==> src/rtl/dcs_pkg.sv <==
// dcs_pkg: shared types, constants and constant tables for the dtw curve similarity core
// depends on nothing; imported by dcs_ctrl, dcs_datapath and the top level
`default_nettype none

package dcs_pkg;

	// field widths
	localparam int DEF_MAX_LEN = 64;
	localparam int MODE_W      = 2;
	localparam int LAT_W       = 24;
	localparam int LOG_W       = 16;
	localparam int COST_W      = 24;
	localparam int SIM_W       = 16;
	localparam int MANT_W      = 31;
	localparam int ROOT_W      = 30;
	localparam int FRAC_STEPS  = 16;
	localparam int DIV_STEPS   = COST_W;

	// fixed point constants
	localparam logic [COST_W-1:0] INF_COST  = 24'hFFFFFF;
	localparam logic [15:0]       LN2_Q16   = 16'd45426;
	localparam logic [16:0]       K_Q16     = 17'd75366;
	localparam logic [16:0]       LOG2E_Q16 = 17'd94548;

	typedef enum logic [MODE_W-1:0] {
		MODE_LOAD_A   = 2'd0,
		MODE_STREAM_B = 2'd1,
		MODE_FINISH   = 2'd2,
		MODE_UNUSED   = 2'd3
	} mode_t;

	typedef enum logic [3:0] {
		S_IDLE,
		S_LN,
		S_LNFIN,
		S_ASTORE,
		S_USTART,
		S_UPD,
		S_FREAD,
		S_DSTART,
		S_DIV,
		S_MUL1,
		S_MUL2,
		S_EXP,
		S_OUT
	} state_t;

	// controller to datapath
	typedef struct packed {
		logic       capture;
		logic       mark_drop;
		logic       ln_step;
		logic       ln_fin;
		logic       a_store;
		logic       upd_start;
		logic       upd_step;
		logic       upd_done;
		logic       fin_read;
		logic       div_start;
		logic       div_step;
		logic       mul1;
		logic       mul2;
		logic       exp_step;
		logic       out_load;
		logic       clear;
		logic [3:0] step;
	} cmd_t;

	// datapath to controller
	typedef struct packed {
		logic drop_a;
		logic drop_b;
		logic empty;
		logic load_a;
		logic upd_fin;
		logic out_free;
	} sts_t;

	typedef logic [ROOT_W-1:0] root_tbl_t [FRAC_STEPS];

	// integer square root, bit by bit
	function automatic logic [63:0] isqrt64(input logic [63:0] x_in);
		logic [63:0] x;
		logic [63:0] r;
		logic [63:0] b;
		x = x_in;
		r = '0;
		b = 64'd1 << 62;
		for (int i = 0; i < 32; i++) begin
			if (b > x)
				b = b >> 2;
		end
		for (int i = 0; i < 32; i++) begin
			if (b != 64'd0) begin
				if (x >= r + b) begin
					x = x - (r + b);
					r = (r >> 1) + b;
				end else begin
					r = r >> 1;
				end
				b = b >> 2;
			end
		end
		return r;
	endfunction

	// 2^(-2^-k) in q0.30 for k = 1..16, by repeated square roots from one half
	function automatic root_tbl_t build_roots();
		root_tbl_t   t;
		logic [63:0] r;
		r = 64'd1 << 29;
		for (int k = 0; k < FRAC_STEPS; k++) begin
			r = isqrt64(r << 30);
			t[k] = r[ROOT_W-1:0];
		end
		return t;
	endfunction

	localparam root_tbl_t ROOT_TBL = build_roots();

endpackage

`default_nettype wire

==> src/rtl/dcs_ctrl.sv <==
// dcs_ctrl: sequencing state machine of the dtw curve similarity core
// depends on dcs_pkg; drives dcs_datapath through cmd_t and reads sts_t
`default_nettype none

module dcs_ctrl import dcs_pkg::*; (
	input  wire logic              clk,
	input  wire logic              arst_n,
	input  wire logic              in_valid,
	input  wire logic [MODE_W-1:0] in_mode,
	output logic                   in_ready,
	input  wire sts_t              sts,
	output cmd_t                   cmd
);

	state_t     state_q;
	state_t     nxt;
	logic [4:0] step_q;

	// state and loop counter
	always_ff @(posedge clk or negedge arst_n) begin
		if (!arst_n) begin
			state_q <= S_IDLE;
			step_q  <= '0;
		end else begin
			state_q <= nxt;
			step_q  <= (nxt == state_q) ? step_q + 5'd1 : 5'd0;
		end
	end

	// next state and commands
	always_comb begin
		nxt      = state_q;
		cmd      = '0;
		cmd.step = step_q[3:0];
		in_ready = 1'b0;
		case (state_q)
			S_IDLE: begin
				in_ready = 1'b1;
				if (in_valid) begin
					case (mode_t'(in_mode))
						MODE_LOAD_A: begin
							if (sts.drop_a) begin
								cmd.mark_drop = 1'b1;
							end else begin
								cmd.capture = 1'b1;
								nxt = S_LN;
							end
						end
						MODE_STREAM_B: begin
							if (sts.drop_b) begin
								cmd.mark_drop = 1'b1;
							end else begin
								cmd.capture = 1'b1;
								nxt = S_LN;
							end
						end
						MODE_FINISH: begin
							nxt = sts.empty ? S_OUT : S_FREAD;
						end
						default: ;
					endcase
				end
			end
			S_LN: begin
				cmd.ln_step = 1'b1;
				if (step_q == 5'(FRAC_STEPS - 1))
					nxt = S_LNFIN;
			end
			S_LNFIN: begin
				cmd.ln_fin = 1'b1;
				nxt = sts.load_a ? S_ASTORE : S_USTART;
			end
			S_ASTORE: begin
				cmd.a_store = 1'b1;
				nxt = S_IDLE;
			end
			S_USTART: begin
				cmd.upd_start = 1'b1;
				nxt = S_UPD;
			end
			S_UPD: begin
				cmd.upd_step = 1'b1;
				if (sts.upd_fin) begin
					cmd.upd_done = 1'b1;
					nxt = S_IDLE;
				end
			end
			S_FREAD: begin
				cmd.fin_read = 1'b1;
				nxt = S_DSTART;
			end
			S_DSTART: begin
				cmd.div_start = 1'b1;
				nxt = S_DIV;
			end
			S_DIV: begin
				cmd.div_step = 1'b1;
				if (step_q == 5'(DIV_STEPS - 1))
					nxt = S_MUL1;
			end
			S_MUL1: begin
				cmd.mul1 = 1'b1;
				nxt = S_MUL2;
			end
			S_MUL2: begin
				cmd.mul2 = 1'b1;
				nxt = S_EXP;
			end
			S_EXP: begin
				cmd.exp_step = 1'b1;
				if (step_q == 5'(FRAC_STEPS - 1))
					nxt = S_OUT;
			end
			S_OUT: begin
				if (sts.out_free) begin
					cmd.out_load = 1'b1;
					cmd.clear = 1'b1;
					nxt = S_IDLE;
				end
			end
			default: nxt = S_IDLE;
		endcase
	end

endmodule

`default_nettype wire

==> config.mk <==
export PLATFORM = sky130hd
export DESIGN_NAME = dcs_ctrl
export DESIGN_NICKNAME = d
export VERILOG_FILES = /design/src/rtl/dcs_pkg.sv /design/src/rtl/dcs_ctrl.sv
export SDC_FILE = /design/constraint.sdc
export NUM_CORES = 1
export LEC_CHECK = 0
export BUFFER_PORTS_ARGS = -buffer_cell sky130_fd_sc_hd__buf_4
export CAP_MARGIN = 15
export CORE_MARGIN = 2
export CORE_UTILIZATION = 49
export DETAILED_ROUTE_END_ITERATION = 16
export PLACE_DENSITY = 0.85
export SKIP_LAST_GASP = 1
export SYNTH_ARGS = -nofsm -noshare
export SYNTH_HDL_FRONTEND = slang
export SYNTH_SLANG_ARGS = --single-unit
==> constraint.sdc <==
create_clock -name clk -period 3.1 [get_ports clk]
set_input_delay 0.465 -clock clk [delete_from_list [all_inputs] [get_ports clk]]
set_output_delay 0.465 -clock clk [all_outputs]
set_load 0.05 [all_outputs]
==> metrics.txt <==
# TYPE chip_impl_metric gauge
chip_impl_metric{name="crit_required",unit="ps"} 2630
chip_impl_metric{name="fin_worst_skew",unit="ps"} 4.490
chip_impl_metric{name="postSynthAreaPerCell",unit="um^2"} 8.474
chip_impl_metric{name="report.power.total",unit="uW"} 980.3
chip_impl_info{name="worst_r2r_startpoint",value="step_q[0]"} 1
chip_impl_metric{name="cts_max_level",unit=""} 1
chip_impl_info{name="master_cell_of_the_clock_root_buffer",value="sky130_fd_sc_hd__clkbuf_4"} 1
chip_impl_metric{name="max_clock_freq",unit="GHz"} 0.3995
chip_impl_metric{name="mappedNetlistArea",unit="um^2"} 745.7
chip_impl_metric{name="hold_ws",unit="ps"} 12.53
chip_impl_info{name="endpoint",value="cmd[19]"} 1
chip_impl_info{name="yosys.area.top_type",value="sky130_fd_sc_hd__dfrtp_1"} 1
chip_impl_metric{name="placeableCoreArea",unit="um^2"} 1471
chip_impl_metric{name="yosys_warn_count",unit=""} 0
chip_impl_info{name="rsz0062_at_grt",value="false"} 1
chip_impl_metric{name="detail_route.iter0.violations",unit=""} 20
chip_impl_metric{name="synth_nets",unit=""} 101
chip_impl_metric{name="grt_pass1_vias",unit=""} 692
chip_impl_metric{name="postSynthCellCount",unit=""} 88
chip_impl_info{name="tritoncts",value="yes"} 1
chip_impl_metric{name="postCtsHoldBufs",unit=""} 0
chip_impl_metric{name="dr_total_vias",unit=""} 754
chip_impl_metric{name="track_usage",unit="%"} 22.64
chip_impl_info{name="hold_path.class",value="in -> async"} 1
chip_impl_metric{name="clock_sink_count",unit=""} 9
chip_impl_metric{name="hold_viol",unit=""} 0
chip_impl_info{name="setup.worst_path.start",value="state_q[0]"} 1
chip_impl_metric{name="clkTransAtPathRegs",unit="ps"} 60
chip_impl_metric{name="final_net_count",unit=""} 128
chip_impl_metric{name="wire_length_of_the_first_global_routing_pass",unit="mm"} 3.180
chip_impl_metric{name="dp.final_hpwl",unit="mm"} 1.410
chip_impl_metric{name="setup_tns",unit="ps"} 0
chip_impl_info{name="ys_top_cells_by_count",value="sky130_fd_sc_hd__dfrtp_1, sky130_fd_sc_hd__nor2_1, sky130_fd_sc_hd__inv_1"} 1
chip_impl_metric{name="chipHeight",unit="um"} 43.01
chip_impl_metric{name="grt.overflow.total",unit=""} 0
chip_impl_info{name="status",value="finished clean"} 1
chip_impl_metric{name="firstDrtPassIters",unit=""} 4
chip_impl_info{name="ys_top_cells_by_area",value="sky130_fd_sc_hd__dfrtp_1, sky130_fd_sc_hd__a211oi_1, sky130_fd_sc_hd__buf_4"} 1
chip_impl_metric{name="post_cts.repair.setup_buffers",unit=""} 0
chip_impl_info{name="r2r_end",value="step_q[3]"} 1
chip_impl_metric{name="pwrdens",unit="nW/um^2"} 981.8
chip_impl_metric{name="setup_slack_of_the_worst_register_to_register_path",unit="ps"} 900
chip_impl_metric{name="port-buffer-count",unit=""} 31
chip_impl_metric{name="combPwrFrac",unit="%"} 64.0
chip_impl_metric{name="maxSlewViolCount",unit=""} 0
chip_impl_metric{name="cp_max_fo",unit=""} 16
chip_impl_metric{name="fp.dieW",unit="um"} 43.01
chip_impl_metric{name="synth_top_area_share",unit="%"} 30.20
chip_impl_metric{name="flow.area_growth_from_synthesis",unit="%"} 33.89
chip_impl_metric{name="part_of_the_cycle_the_worst_path_needs",unit="%"} 80.75
chip_impl_metric{name="p_sw",unit="uW"} 554.0
chip_impl_metric{name="placedInstanceArea",unit="um^2"} 972.2
chip_impl_metric{name="via_per_inst",unit=""} 5.800
chip_impl_metric{name="post_drt_wl_per_cell",unit="um"} 14.11
chip_impl_metric{name="floorplan.rows",unit=""} 14
chip_impl_metric{name="number_of_synthesized_flops_with_an_enable_pin",unit=""} 0
chip_impl_metric{name="drc",unit=""} 0
chip_impl_metric{name="finalWorstPathRequiredPeriod",unit="ps"} 2503
chip_impl_metric{name="r2r_cells",unit=""} 7
chip_impl_metric{name="final_area",unit="um^2"} 998.5
chip_impl_info{name="cp-start-kind",value="flip-flop"} 1
chip_impl_metric{name="cp.arrival",unit="ps"} 2040
chip_impl_metric{name="cts_repair_resize_count",unit=""} 0
chip_impl_metric{name="async_set_or_reset_register_ratio_after_synthesis",unit="%"} 100.0
chip_impl_metric{name="seqPwrFrac",unit="%"} 27.0
chip_impl_info{name="synth-main-ff-cell",value="sky130_fd_sc_hd__dfrtp_1"} 1
chip_impl_info{name="end_kind",value="output port"} 1
chip_impl_metric{name="postSynthRegisterBits",unit=""} 9
chip_impl_metric{name="power.internal",unit="uW"} 426.3
chip_impl_metric{name="cts.path.max_buffers",unit=""} 2
chip_impl_metric{name="boundary_pin_count",unit=""} 32
chip_impl_metric{name="n_antenna_cell",unit=""} 0
chip_impl_metric{name="wirelength",unit="mm"} 1.834
chip_impl_info{name="synthMostInstantiatedCell",value="sky130_fd_sc_hd__dfrtp_1"} 1
chip_impl_metric{name="yosysUniqueCellTypes",unit=""} 38
chip_impl_metric{name="power.static_leakage",unit="uW"} 0.0004877
chip_impl_metric{name="pwr-share-clk",unit="%"} 9.1
chip_impl_metric{name="tightestPinTransition",unit="ps"} 541.4
chip_impl_metric{name="floorplan.initialDensity",unit="%"} 50.68
chip_impl_metric{name="switching_share",unit="%"} 56.51
chip_impl_info{name="worst-setup-path-type",value="reg -> out"} 1
chip_impl_metric{name="timing.final.setup_violations",unit=""} 0
chip_impl_metric{name="grt_antenna_before_repair",unit=""} 0
chip_impl_metric{name="irDropWorstVdd",unit="mV"} 0.5556
chip_impl_metric{name="clock_latency",unit="ps"} 260
chip_impl_metric{name="fraction_of_final_layout_cells_with_drive_strength_greater_than_1",unit="%"} 33.33
chip_impl_metric{name="cts_made_buffers",unit=""} 3
chip_impl_metric{name="seq_total_area_yosys",unit="%"} 30.20
chip_impl_metric{name="die_area",unit="um^2"} 1850
chip_impl_metric{name="grt_start_max_net_pins",unit=""} 18
chip_impl_metric{name="detail-route-antenna-nets",unit=""} 0
chip_impl_metric{name="cap_viol_max_count",unit=""} 0
chip_impl_metric{name="max_slew_margin",unit="%"} 63.61
chip_impl_metric{name="place_congestion",unit=""} 0.7819
critical path: stages (launching register included):
cell and delay, ps:
sky130_fd_sc_hd__dfrtp_1 550, sky130_fd_sc_hd__nor4_2 600, sky130_fd_sc_hd__nand4b_1 310, sky130_fd_sc_hd__inv_1 110
sky130_fd_sc_hd__buf_4 200
cell families after synthesis:
family                   count (synthesis)  synth area share, %
AO/OA/AOI/OAI                           21                21.31
XOR/XNOR                                 2                2.349
adder cells (fa/ha/maj)                  2                3.355
buffers and inverters                   15                10.23
flip-flops                               9                30.20
multiplexers                             1                1.342
AND/OR/NAND/NOR                         38                31.21
metrics by stage:
step                      utilization [%]  instances  setup slack (ps)
after floorplan                         -         88             179.3
after global placement              66.07        126             890.7
after detailed placement            66.07        126             880.6
after CTS                           67.86        130             582.9
after global routing                67.86        130             385.4
final                               67.86        130             596.6
sequential cells by signal, indices dropped and copies added (netlist names):
register  count
step_q        5
state_q       4
cell type report:
| type | instances | area, um^2 |
|---|---|---|
| Tap cell | 16 | 20.02 |
| Sequential cell | 9 | 225.2 |
| Clock buffer | 4 | 26.28 |
| Timing Repair Buffer | 31 | 232.7 |
| Multi-Input combinational cell | 64 | 471.7 |
| Inverter | 6 | 22.52 |
| Fill cell | 121 | 473.0 |
routing by layer:
layer  vias up  wire length (um)  share of wire (%)  track usage (%)
met3         2                84                4.6            5.532
li1        377                 -                  -                -
met2        20               935                 51            35.45
met4         0                 9               0.49            5.455
met1       355               805                 44            31.47
met5         -                 0                  0                0
cells in the final DEF (no fill, tap or decap), drive strengths merged, types with 2 or more instances in the layout:
cell type and instances:
a211oi 5, buf 31, nor3 5, ha 2, and3 2, a222oi 2
dfrtp 9, o21a 2, inv 6, o21ai 4, clkbuf 4, nor2 7
nand2b 3, nor2b 4, nand3 3, nor4b 3, nand2 2
worst min-delay path by stage:
stage,from,end,cells after the start,slack [ps]
final,arst_n,step_q[2],1,10
after global routing,arst_n,step_q[3],1,7
after CTS,arst_n,step_q[2],1,10
after detailed placement,arst_n,step_q[2],1,290
after global placement,arst_n,step_q[3],1,290
after floorplan,arst_n,state_q[0],0,170
power groups by stage:
stage	Clock (uW)	Combinational (uW)	Sequential, uW
2_1_floorplan	0	543	198
3_3_place_gp	0	618	262
3_5_place_dp	0	627	265
4_1_cts	91.6	630	262
5_1_grt	101	670	279
6_report	89.0	627	264
Power figures use the tool's default switching activity.
